$ cat config.mk
export PLATFORM = sky130hd
export DESIGN_NAME = aarm_queue
export DESIGN_NICKNAME = d
export VERILOG_FILES = /design/src/hdl/aarm_pkg.sv /design/src/hdl/aarm_queue.sv
export SDC_FILE = /design/constraint.sdc
export NUM_CORES = 1
export LEC_CHECK = 0
export BUFFER_PORTS_ARGS = -buffer_cell sky130_fd_sc_hd__buf_2
export CAP_MARGIN = 20
export CORE_MARGIN = 3
export CORE_UTILIZATION = 37
export CTS_CLUSTER_DIAMETER = 60
export DETAILED_ROUTE_END_ITERATION = 16
export GPL_TIMING_DRIVEN = 0
export PLACE_DENSITY = 0.54
export SLEW_MARGIN = 20
export SYNTH_ARGS = -nofsm -noshare
export SYNTH_HDL_FRONTEND = slang
export SYNTH_SLANG_ARGS = --single-unit
$ cat constraint.sdc
create_clock -name clk -period 5.3 [get_ports clk]
set_clock_uncertainty 0.2 [all_clocks]
set_input_delay 1.06 -clock clk [delete_from_list [all_inputs] [get_ports clk]]
set_output_delay 1.06 -clock clk [all_outputs]
set_load 0.01 [all_outputs]
$ cat src/hdl/aarm_pkg.sv
package aarm_pkg;

    // Squared axis length is exact in 32 bits; the root works on it shifted up by 16.
    localparam int Q_W         = 32;
    localparam int SQ_IN_W     = Q_W + 16;
    localparam int ROOT_W      = SQ_IN_W / 2;
    localparam int SQRT_STAGES = ROOT_W;
    localparam int SQ_REM_W    = ROOT_W + 2;

    // Reciprocal 2^46 / L with L >= 256 gives at most 39 quotient bits.
    localparam int QUO_W       = 39;
    localparam int DIV_STAGES  = QUO_W;
    localparam logic [ROOT_W-1:0] RECIP_SEED = 24'd128;

    localparam logic [Q_W-1:0] ONE_Q26 = 32'd67108864;
    localparam logic signed [31:0] CORDIC_GAIN = 32'sd652032874;
    localparam int ATAN_ENTRIES = 24;

    localparam logic [15:0] TOL_RESET = 16'd64;

    localparam int QUEUE_DEPTH = 4;
    localparam int QPTR_W      = $clog2(QUEUE_DEPTH);
    localparam int QCNT_W      = QPTR_W + 1;

    typedef struct packed {
        logic signed [15:0] ax;
        logic signed [15:0] ay;
        logic signed [15:0] az;
        logic [Q_W-1:0]     q;
        logic signed [31:0] z;
        logic               fold;
        logic               zero;
        logic               unit;
    } item_t;

    // Arctangent of 2^-i as a fraction of a turn, full turn = 2^32.
    function automatic logic signed [31:0] atan_angle(input int i);
        case (i)
            0:       atan_angle = 32'sh20000000;
            1:       atan_angle = 32'sh12E4051E;
            2:       atan_angle = 32'sh09FB385B;
            3:       atan_angle = 32'sh051111D4;
            4:       atan_angle = 32'sh028B0D43;
            5:       atan_angle = 32'sh0145D7E1;
            6:       atan_angle = 32'sh00A2F61E;
            7:       atan_angle = 32'sh00517C55;
            8:       atan_angle = 32'sh0028BE53;
            9:       atan_angle = 32'sh00145F2F;
            10:      atan_angle = 32'sh000A2F98;
            11:      atan_angle = 32'sh000517CC;
            12:      atan_angle = 32'sh00028BE6;
            13:      atan_angle = 32'sh000145F3;
            14:      atan_angle = 32'sh0000A2F9;
            15:      atan_angle = 32'sh0000517C;
            16:      atan_angle = 32'sh000028BE;
            17:      atan_angle = 32'sh0000145F;
            18:      atan_angle = 32'sh00000A2F;
            19:      atan_angle = 32'sh00000517;
            20:      atan_angle = 32'sh0000028B;
            21:      atan_angle = 32'sh00000145;
            22:      atan_angle = 32'sh000000A2;
            23:      atan_angle = 32'sh00000051;
            default: atan_angle = 32'sh00000000;
        endcase
    endfunction

endpackage

$ cat src/hdl/aarm_queue.sv
module aarm_queue (
    input  logic            clk,
    input  logic            rst_n,
    input  logic            push_valid,
    output logic            push_ready,
    input  aarm_pkg::item_t push_item,
    output logic            pop_valid,
    input  logic            pop_ready,
    output aarm_pkg::item_t pop_item
);
    import aarm_pkg::*;

    item_t             entry_reg [QUEUE_DEPTH];
    logic [QPTR_W-1:0] wr_ptr_reg;
    logic [QPTR_W-1:0] rd_ptr_reg;
    logic [QCNT_W-1:0] count_reg;
    logic              push;
    logic              pop;

    assign push_ready = (count_reg != QCNT_W'(QUEUE_DEPTH));
    assign pop_valid  = (count_reg != '0);
    assign push       = push_valid && push_ready;
    assign pop        = pop_ready && pop_valid;
    assign pop_item   = entry_reg[rd_ptr_reg];

    always_ff @(posedge clk or negedge rst_n)
    begin
        if (!rst_n)
        begin
            wr_ptr_reg <= '0;
            rd_ptr_reg <= '0;
            count_reg  <= '0;
        end
        else
        begin
            if (push)
            begin
                wr_ptr_reg <= wr_ptr_reg + 1'b1;
            end
            if (pop)
            begin
                rd_ptr_reg <= rd_ptr_reg + 1'b1;
            end
            if (push && !pop)
            begin
                count_reg <= count_reg + 1'b1;
            end
            else if (pop && !push)
            begin
                count_reg <= count_reg - 1'b1;
            end
        end
    end

    always_ff @(posedge clk)
    begin
        if (push)
        begin
            entry_reg[wr_ptr_reg] <= push_item;
        end
    end

    a_count_bound: assert property (@(posedge clk) disable iff (!rst_n)
        count_reg <= QCNT_W'(QUEUE_DEPTH))
        else $error("queue count exceeds depth");

    a_count_ptrs: assert property (@(posedge clk) disable iff (!rst_n)
        QPTR_W'(count_reg) == QPTR_W'(wr_ptr_reg - rd_ptr_reg))
        else $error("queue count disagrees with pointers");

endmodule

==> reports/summary.txt <==
Register area = 14000 sq um
Mapped Avg Cell Area = 26.7 sq um
Highest Signal Layer = met5
Drt total wl = 33900 um
CTS resizes = 0
Crit path kind = reg2out
Measured slew at the worst slew-check pin = 857 ps
Worst-Skew Late Latency = 570 ps
Crit path capture type = primary output
RSZ-0062 raised after global routing = false
Worst setup SP type = flop
# rows = 77
Total CTS buffers = 50
CTS HTree Levels = 2
Share of the synthesized area in the top cell type = 0.814
Final nets = 1060
Die area = 48500 sq um
First-pass GRT wire length = 50800 um
Io pins = 236
Core Area = 44800 sq um
Worst IR drop on VDD = 280 uV
DRT Pass-1 Iters = 5
CP max FO = 11
Final non-filler cell total = 1567
Clk slew on worst S/H paths = 50 ps
Commonest non-fill, non-tap cell in the layout = edfxtp_1
Drc violations = 0
GR Util All Layers = 0.141
Slowest stage delay, CP = 390 ps
Reg2reg start = count_reg[0]
Seq cells post-synth = 467
Final Max Tran Viols = 0
Max reg flops = 460
CTS tree = built
Starting Density = 0.379
Max_cap viols = 0
Post-synth top area cell = edfxtp_1
Multi-input gate area = 2820 sq um
Largest net degree at the start of global routing = 44
Power per cell area = 565 nW/um^2
Sequential share of the synthesized area = 0.824
# clock sinks = 467
GRT overflow = 0
Worst hold margin = 120 ps
FF-to-FF path depth = 5
Die height = 220 um
Tot Pwr = 11.7 mW
Synth warnings = 0
Top cells by area, synth = edfxtp_1, mux4_2, dfrtp_1
Cell Count Post-Placement = 1475
Hpwl dp = 21700 um
Status = complete, no violations
R2r setup slk = 2820 ps
Met1 Wirelength = 14300 um
Synthesized instance count = 636
Wirelength per Cell = 21.6 um
WP buf/inv = 4
CTS Hold Bufs = 0
Slowest CP cell = buf_2
Fillers = 3807
Share of cells above drive strength 1 = 0.464
Critical Path RT = 4040 ps
Die W = 220 um
CP startpoint = rd_ptr_reg[1]
Crit path DAT = 2410 ps
Worst Setup EP = pop_item[66]
Post-DRT Antenna Nets = 0
Synth Cell Area = 17000 sq um
Final Cycle Share = 0.692
Detailed Route Iter0 Violations = 444
Most frequent cells in the layout = edfxtp_1, buf_2, mux4_2
Yosys cell types = 19
Cell Chain, Critical Path = buf_2 -> buf_2 -> buf_2 -> mux4_2 -> buf_2
Fin. Hold Viols = 0
Via/cell ratio = 4.86
Setup TNS = 0 ps
CP Depth = 5
Final min period = 3670 ps
WL met2 = 16500 um
FMAX = 273 MHz
Clk root buf = clkbuf_16
Vias in the first global route = 8077
Syn-to-layout area delta = 21.7%
Slew margin rel. = 0.429
RePlAce Congestion = 0.700
R2R Path End = entry_reg[1][66]
Leak = 7.00 nW
Syn_nets = 761
DR vias = 7621
PortBufs = 235
Max Buffers Root-to-Sink = 3
Final setup violation count = 0
Wire length on met3 = 2220 um
Initial antenna violation count = 5
Hold Crit Class = in2async
Post-CTS Setup Bufs = 0
Most frequent CP cell = buf_2
Critical path's top delay family = buffers and inverters
## metrics by stage
step / worst slack (ps) / cell area, sq um / util
3_5_place_dp: 2130 / 19200 / 0.428
2_1_floorplan: 597 / 17000 / -
4_1_cts: 1500 / 20600 / 0.461
5_1_grt: 1440 / 20700 / 0.461
6_report: 1630 / 20700 / 0.461
3_3_place_gp: -2030 / 18900 / 0.422
## cells by family after synthesis
family | Yosys count | share of synthesized area
AOI/OAI and AO/OA | 1 | 0.000664
xor gates and xnor gates | 6 | 0.00310
adders and majority gates | 6 | 0.00487
buffers and inverters | 29 | 0.00988
DFF | 467 | 0.824
muxes | 117 | 0.154
and+or+nand+nor | 10 | 0.00302
## final cells by class
| type | count | share of cell area |
|---|---|---|
| sequential | 467 | 0.677 |
| multi-input combinational | 140 | 0.137 |
| timing repair buffer | 247 | 0.0700 |
| clock buffer | 60 | 0.0634 |
| tap | 592 | 0.0359 |
| clock inverter | 29 | 0.00848 |
| buffer | 26 | 0.00757 |
| inverter | 3 | 0.000545 |
| antenna | 3 | 0.000363 |
## routing by layer
metal,track usage,up-vias
li1,-,3372
met1,0.189,3977
met2,0.223,202
met3,0.0386,64
met4,0.0526,6
met5,0,-
## where the power goes
group / switching [mW] / leakage, nW / internal (mW) / total, mW
Clock: 1.34 / 0.717 / 1.80 / 3.15
Sequential: 0.144 / 4.30 / 4.87 / 5.02
Combinational: 1.92 / 1.98 / 1.59 / 3.51
Total: 3.41 / 7.00 / 8.26 / 11.7
## cells in the mapped netlist (all sizes together)
library cell / n
a21boi: 1
and2: 4
buf: 20
clkbuf: 6
dfrtp: 7
edfxtp: 460
fa: 1
ha: 5
inv: 3
mux2: 2
mux4: 115
nand2: 2
nand3: 1
nor2: 2
or3: 1
xnor2: 4
xor2: 2
## worst min path at each step
stage	startpoint	to	slack (ps)
3_3_place_gp	count_reg[2]	count_reg[2]	320
2_1_floorplan	count_reg[2]	count_reg[2]	290
5_1_grt	rst_n	count_reg[0]	90
3_5_place_dp	count_reg[2]	count_reg[2]	330
4_1_cts	rst_n	count_reg[0]	70
6_report	rst_n	count_reg[0]	120
No activity file was read; power rests on OpenSTA's default activity.
