### src/hdl/aarm_pkg.sv
package aarm_pkg;

    // Squared axis length is exact in 32 bits; the root works on it shifted up by 16.
    localparam int Q_W         = 32;
    localparam int SQ_IN_W     = Q_W + 16;
    localparam int ROOT_W      = SQ_IN_W / 2;
    localparam int SQRT_STAGES = ROOT_W;
    localparam int SQ_REM_W    = ROOT_W + 2;

    // Reciprocal 2^46 / L with L >= 256 gives at most 39 quotient bits.
    localparam int QUO_W       = 39;
    localparam int DIV_STAGES  = QUO_W;
    localparam logic [ROOT_W-1:0] RECIP_SEED = 24'd128;

    localparam logic [Q_W-1:0] ONE_Q26 = 32'd67108864;
    localparam logic signed [31:0] CORDIC_GAIN = 32'sd652032874;
    localparam int ATAN_ENTRIES = 24;

    localparam logic [15:0] TOL_RESET = 16'd64;

    localparam int QUEUE_DEPTH = 4;
    localparam int QPTR_W      = $clog2(QUEUE_DEPTH);
    localparam int QCNT_W      = QPTR_W + 1;

    typedef struct packed {
        logic signed [15:0] ax;
        logic signed [15:0] ay;
        logic signed [15:0] az;
        logic [Q_W-1:0]     q;
        logic signed [31:0] z;
        logic               fold;
        logic               zero;
        logic               unit;
    } item_t;

    // Arctangent of 2^-i as a fraction of a turn, full turn = 2^32.
    function automatic logic signed [31:0] atan_angle(input int i);
        case (i)
            0:       atan_angle = 32'sh20000000;
            1:       atan_angle = 32'sh12E4051E;
            2:       atan_angle = 32'sh09FB385B;
            3:       atan_angle = 32'sh051111D4;
            4:       atan_angle = 32'sh028B0D43;
            5:       atan_angle = 32'sh0145D7E1;
            6:       atan_angle = 32'sh00A2F61E;
            7:       atan_angle = 32'sh00517C55;
            8:       atan_angle = 32'sh0028BE53;
            9:       atan_angle = 32'sh00145F2F;
            10:      atan_angle = 32'sh000A2F98;
            11:      atan_angle = 32'sh000517CC;
            12:      atan_angle = 32'sh00028BE6;
            13:      atan_angle = 32'sh000145F3;
            14:      atan_angle = 32'sh0000A2F9;
            15:      atan_angle = 32'sh0000517C;
            16:      atan_angle = 32'sh000028BE;
            17:      atan_angle = 32'sh0000145F;
            18:      atan_angle = 32'sh00000A2F;
            19:      atan_angle = 32'sh00000517;
            20:      atan_angle = 32'sh0000028B;
            21:      atan_angle = 32'sh00000145;
            22:      atan_angle = 32'sh000000A2;
            23:      atan_angle = 32'sh00000051;
            default: atan_angle = 32'sh00000000;
        endcase
    endfunction

endpackage

### src/hdl/aarm_front.sv
module aarm_front (
    input  logic               clk,
    input  logic               rst_n,
    input  logic               item_valid,
    output logic               item_ready,
    input  logic signed [15:0] axis_x,
    input  logic signed [15:0] axis_y,
    input  logic signed [15:0] axis_z,
    input  logic [15:0]        angle,
    input  logic [15:0]        unit_tolerance,
    output logic               push_valid,
    input  logic               push_ready,
    output aarm_pkg::item_t    push_item
);
    import aarm_pkg::*;

    localparam logic signed [32:0] QUARTER_TURN = 33'sd1073741824;
    localparam logic signed [32:0] HALF_TURN    = 33'sd2147483648;

    logic               a_valid_reg;
    logic signed [15:0] a_x_reg;
    logic signed [15:0] a_y_reg;
    logic signed [15:0] a_z_reg;
    logic [15:0]        a_angle_reg;
    logic [30:0]        a_sqx_reg;
    logic [30:0]        a_sqy_reg;
    logic [30:0]        a_sqz_reg;

    logic signed [31:0] sqx;
    logic signed [31:0] sqy;
    logic signed [31:0] sqz;
    logic [Q_W-1:0]     q;
    logic [Q_W-1:0]     dev;
    logic signed [32:0] zs;
    logic signed [32:0] zf;
    logic               fold;

    assign sqx = axis_x * axis_x;
    assign sqy = axis_y * axis_y;
    assign sqz = axis_z * axis_z;

    assign item_ready = !a_valid_reg || push_ready;

    always_ff @(posedge clk or negedge rst_n)
    begin
        if (!rst_n)
        begin
            a_valid_reg <= 1'b0;
        end
        else if (item_ready)
        begin
            a_valid_reg <= item_valid;
        end
    end

    always_ff @(posedge clk)
    begin
        if (item_valid && item_ready)
        begin
            a_x_reg     <= axis_x;
            a_y_reg     <= axis_y;
            a_z_reg     <= axis_z;
            a_angle_reg <= angle;
            a_sqx_reg   <= sqx[30:0];
            a_sqy_reg   <= sqy[30:0];
            a_sqz_reg   <= sqz[30:0];
        end
    end

    // Classify: exact squared length, unit test and quarter-turn fold of the angle.
    always_comb
    begin
        q   = {1'b0, a_sqx_reg} + {1'b0, a_sqy_reg} + {1'b0, a_sqz_reg};
        dev = (q >= ONE_Q26) ? (q - ONE_Q26) : (ONE_Q26 - q);
        zs  = {a_angle_reg[15], a_angle_reg, 16'b0};
        zf  = zs;
        fold = 1'b0;
        if (zs > QUARTER_TURN)
        begin
            zf   = zs - HALF_TURN;
            fold = 1'b1;
        end
        else if (zs < -QUARTER_TURN)
        begin
            zf   = zs + HALF_TURN;
            fold = 1'b1;
        end
    end

    assign push_valid     = a_valid_reg;
    assign push_item.ax   = a_x_reg;
    assign push_item.ay   = a_y_reg;
    assign push_item.az   = a_z_reg;
    assign push_item.q    = q;
    assign push_item.z    = zf[31:0];
    assign push_item.fold = fold;
    assign push_item.zero = (q == '0);
    assign push_item.unit = (dev <= {16'b0, unit_tolerance});

endmodule

### config.mk
export PLATFORM = sky130hd
export DESIGN_NAME = aarm_front
export DESIGN_NICKNAME = d
export VERILOG_FILES = /design/src/hdl/aarm_pkg.sv /design/src/hdl/aarm_front.sv
export SDC_FILE = /design/constraint.sdc
export NUM_CORES = 2
export LEC_CHECK = 0
export BUFFER_PORTS_ARGS = -buffer_cell sky130_fd_sc_hd__buf_2
export CAP_MARGIN = 10
export CORE_MARGIN = 2
export CORE_UTILIZATION = 46
export CTS_BUF_LIST = sky130_fd_sc_hd__clkbuf_4 sky130_fd_sc_hd__clkbuf_8 sky130_fd_sc_hd__clkbuf_16
export DETAILED_ROUTE_END_ITERATION = 7
export PLACE_DENSITY_LB_ADDON = 0.3
export SLEW_MARGIN = 20
export SYNTH_ARGS = -nofsm -noshare
export SYNTH_HDL_FRONTEND = slang
export SYNTH_SLANG_ARGS = --single-unit
### constraint.sdc
create_clock -name clk -period 7.2 [get_ports clk]
set_input_delay 0.36 -clock clk [delete_from_list [all_inputs] [get_ports clk]]
set_output_delay 0.36 -clock clk [all_outputs]
set_load 0.02 [all_outputs]
==> summary.md <==
The run finished, with violations left. The checks that failed: negative setup slack. In this run the horizontal extent of the chip is 277 um. Dividing the detail-routed wire length by the instance count gives 16.0 um.

The instance count of the mapped netlist was 3457. The min-delay analysis places its worst path in the category in2reg. The synthesized netlist contains 85 unique library cells. 201 I/O pins were placed.

Summed over its instances, the top area cell type makes up 42.7% of the synthesized netlist area. After filler insertion, the fill cell instance count of the layout stands at 6731. Once detail routing completed, the nets flagged for antenna violations numbered 0.

Critical path startpoint category: a register. The finished cells cover 37500 um^2. The most common library cell in the layout ignoring fill and taps was sky130_fd_sc_hd__inv_1.

The final worst-path cycle share is 103%, and the final weighted congestion in routability-driven placement is 0.872. After clock tree synthesis, the clock-pin slew on the worst setup and hold paths is 0.08 ns. The area overhead of the layout relative to synthesis came out at 9.68%.

Of all nets on the critical path, the largest fanout is 4. The compound-cell area share of the yosys netlist came out at 6.48%. At the pin with the least slew margin, the transition time is 1.03 ns. For this run, the post-layout net count is 4794.

The fraction of synthesis flops using an asynchronous set or reset pin was 0.658%; the die height was 277 um. The overall track demand over capacity in global routing was 20.7%; the number of I/O port buffers was 184. The die covers 76600 um^2.

The tools report the number of antenna violations at the first check in global routing as 1. The count of endpoints failing setup in the final report was 1; the via count of the first global-routing pass was 24800. In this run, synthesis produced a sequential element count of 152. The clock latency at the later pin of the worst-skew pair is 0.50 ns. The largest total area in the synthesized netlist belongs to sky130_fd_sc_hd__fa_1. For the count of placed standard cells including taps, the log shows 4603. The shortest period the worst path allows came out at 7.43 ns. Once layout is complete, the utilization of the core stands at 51.2%.

The adder-cell share of the synthesized area is 53.6%, and the final worst setup slack is -0.235 ns. The tools report the synthesis warning total as 0. Data on the critical path is required at its endpoint by 6.84 ns.

In the post-synthesis netlist, the biggest area contributors are sky130_fd_sc_hd__fa_1 (43%), sky130_fd_sc_hd__edfxtp_1 (13%), sky130_fd_sc_hd__ha_1 (11%). The final standard cell count with taps included and fillers excluded was 4656. TritonCTS built the clock tree.

For this run, the slowest stage of the critical path takes 0.54 ns. The floorplan has 99 rows. After synthesis, flip-flops and latches occupy 13.3% of the total area. In the final layout, the share of cells above drive strength 1 is 10.3%.

The final-report max-slew violation count was 0. Across all layers, the routed design uses 23100 vias. The first global-routing pass estimated 126 mm of wire. Clock skew on the completed layout was measured at 0.0181 ns. The logs give 36500 um^2 for the placed cell area and 2 for the number of buffers on the longest clock path. In this design, the critical path's most frequently occurring cell is sky130_fd_sc_hd__o21a_1. Counting every sink on the clock net gives 152. The synthesized cell area is 34200 um^2.

The H-tree was split into 4 levels. The area of the core region came out at 73300 um^2. Global routing finished with a remaining overflow of 0.

The average instance in the mapped netlist occupies 9.89 um^2. The tools report the initial DRC count as 1342. The number of maximum-capacitance violations is 0. In the layout the commonest cells are sky130_fd_sc_hd__inv_1 (952), sky130_fd_sc_hd__fa_1 (729), sky130_fd_sc_hd__ha_1 (292).

After legalization and detailed placement, the total HPWL measured 63.7 mm. The endpoint kind of the worst setup timing path was an output pin. For this configuration, the core starts out at a cell density of 46.6%. After synthesis, the share of cell area in mux cells is 0.190%.

Hold timing on the final database bottoms out at a slack of 0.0483 ns. The tools report the buffer cell driving the clock tree root as sky130_fd_sc_hd__clkbuf_16. Largest family of logic cells by synthesized area: adder cells. The synthesized netlist devotes 10.7% of its cell area to simple gates.

The final-report hold violation count came out at 0. After detailed routing, the number of remaining DRC violations is 0. The critical path is of the reg2out type. Setup repair after global routing could not meet its margin everywhere. Static timing analysis puts the maximum clock frequency at 135 MHz. The number of enable-type register cells in the synthesized netlist works out to 151. Wires add up to 74.6 mm. The fraction of synthesized cell area in xor and xnor cells works out to 3.71%. Entering global routing, the biggest net connects 75 pins. The slowest stage cell on the critical path is sky130_fd_sc_hd__fa_1. The first detailed-routing pass took 5 iterations. Buffers inserted during clock tree synthesis total 17. The worst pin sits at a relative slew slack of 31.6%. For the worst endpoint data arrival time, the log shows 7.07 ns. Per-cell via count in the routed design: 4.97. In the synthesized netlist the dominant register cell turns out to be sky130_fd_sc_hd__edfxtp_1.
[cells by family after synthesis]
| group | Yosys count |
|---|---|
| xor+xnor | 145 |
| simple gates | 741 |
| fa+ha+maj | 1027 |
| buf+inv | 1060 |
| compound gates | 324 |
| other cells | 2 |
| mux | 6 |
| flops | 152 |
[layout make-up]
| class | instances | area [um^2] | area share, % |
|---|---|---|---|
| well taps | 959 | 1200 | 3.20 |
| clock inverters | 15 | 179 | 0.477 |
| diodes | 1 | 2.50 | 0.00667 |
| flip-flops and latches | 152 | 4560 | 12.2 |
| repair buffers | 296 | 1790 | 4.78 |
| inverters | 954 | 3580 | 9.55 |
| clock buffers | 17 | 425 | 1.13 |
| multi-input cells | 2262 | 25800 | 68.7 |
[synth_stat cells (all sizes together) (3+ instances only)]
| cell type | count |
|---|---|
| a2111oi | 7 |
| a211oi | 10 |
| a21boi | 4 |
| a21o | 40 |
| a21oi | 94 |
| a221oi | 3 |
| a31oi | 8 |
| and2 | 152 |
| and3 | 18 |
| and3b | 3 |
| buf | 38 |
| clkbuf | 68 |
| edfxtp | 151 |
| fa | 729 |
| ha | 298 |
| inv | 952 |
| mux2 | 4 |
| nand2 | 258 |
| nand2b | 40 |
| nand3 | 28 |
| nand4 | 12 |
| nor2 | 146 |
| nor2b | 18 |
| nor3 | 27 |
| nor3b | 4 |
| nor4 | 9 |
| o2111ai | 3 |
| o211ai | 11 |
| o21a | 28 |
| o21ai | 64 |
| o21bai | 13 |
| o22ai | 5 |
| o31a | 3 |
| o31ai | 5 |
| o41ai | 4 |
| or2 | 9 |
| or3 | 8 |
| xnor2 | 99 |
| xor2 | 46 |
[final timing paths]
path	slack [ns]	depth (start not counted)	start	endpoint
min in group asynchronous	0.17	2	rst_n	push_valid
max	-0.23	29	a_sqz_reg[9]	push_item[0]
max in group asynchronous	6.95	2	rst_n	push_valid
min	0.05	1	angle[8]	a_angle_reg[8]
max reg2reg	5.21	3	push_valid	a_sqx_reg[30]
min reg2reg	0.54	2	push_valid	push_valid
[critical path, delay by kind of cell (launching register included)]
| kind | cells | cell delay [ns] |
|---|---|---|
| buffers and inverters | 2 | 0.26 |
| and+or+nand+nor | 5 | 0.72 |
| muxes | 1 | 0.30 |
| AOI/OAI and AO/OA | 18 | 3.76 |
| DFF | 1 | 0.40 |
| adders and majority gates | 3 | 1.14 |
[stage by stage]
| stage | setup TNS [ns] | worst slack, ns |
|---|---|---|
| finish | -0.235 | -0.235 |
| global placement | 0 | 0.227 |
| floorplan | 0 | 0.263 |
| CTS | -0.230 | -0.230 |
| global route | -0.581 | -0.581 |
| detailed placement | 0 | 0.140 |
[timing repair]
| action | in CTS | in global routing |
|---|---|---|
| setup buffers | 9 | 3 |
| pin swaps | 14 | 10 |
| endpoints found under the setup margin | 1 | 1 |
| hold endpoints to repair | 8 | 0 |
| gates cloned | 0 | 0 |
| resized for setup | 21 | 9 |
| hold buffers | 8 | 0 |
[routing by layer]
metal,track usage [%],up-vias,part of all wire [%]
met4,5.10,0,2.0
met1,29.2,11700,45
met5,0,-,0
li1,-,10900,-
met2,34.0,516,48
met3,2.76,79,4.8
Power is not shown: default switching activity piles up to over one toggle a cycle in this logic, so the estimate is an artifact.
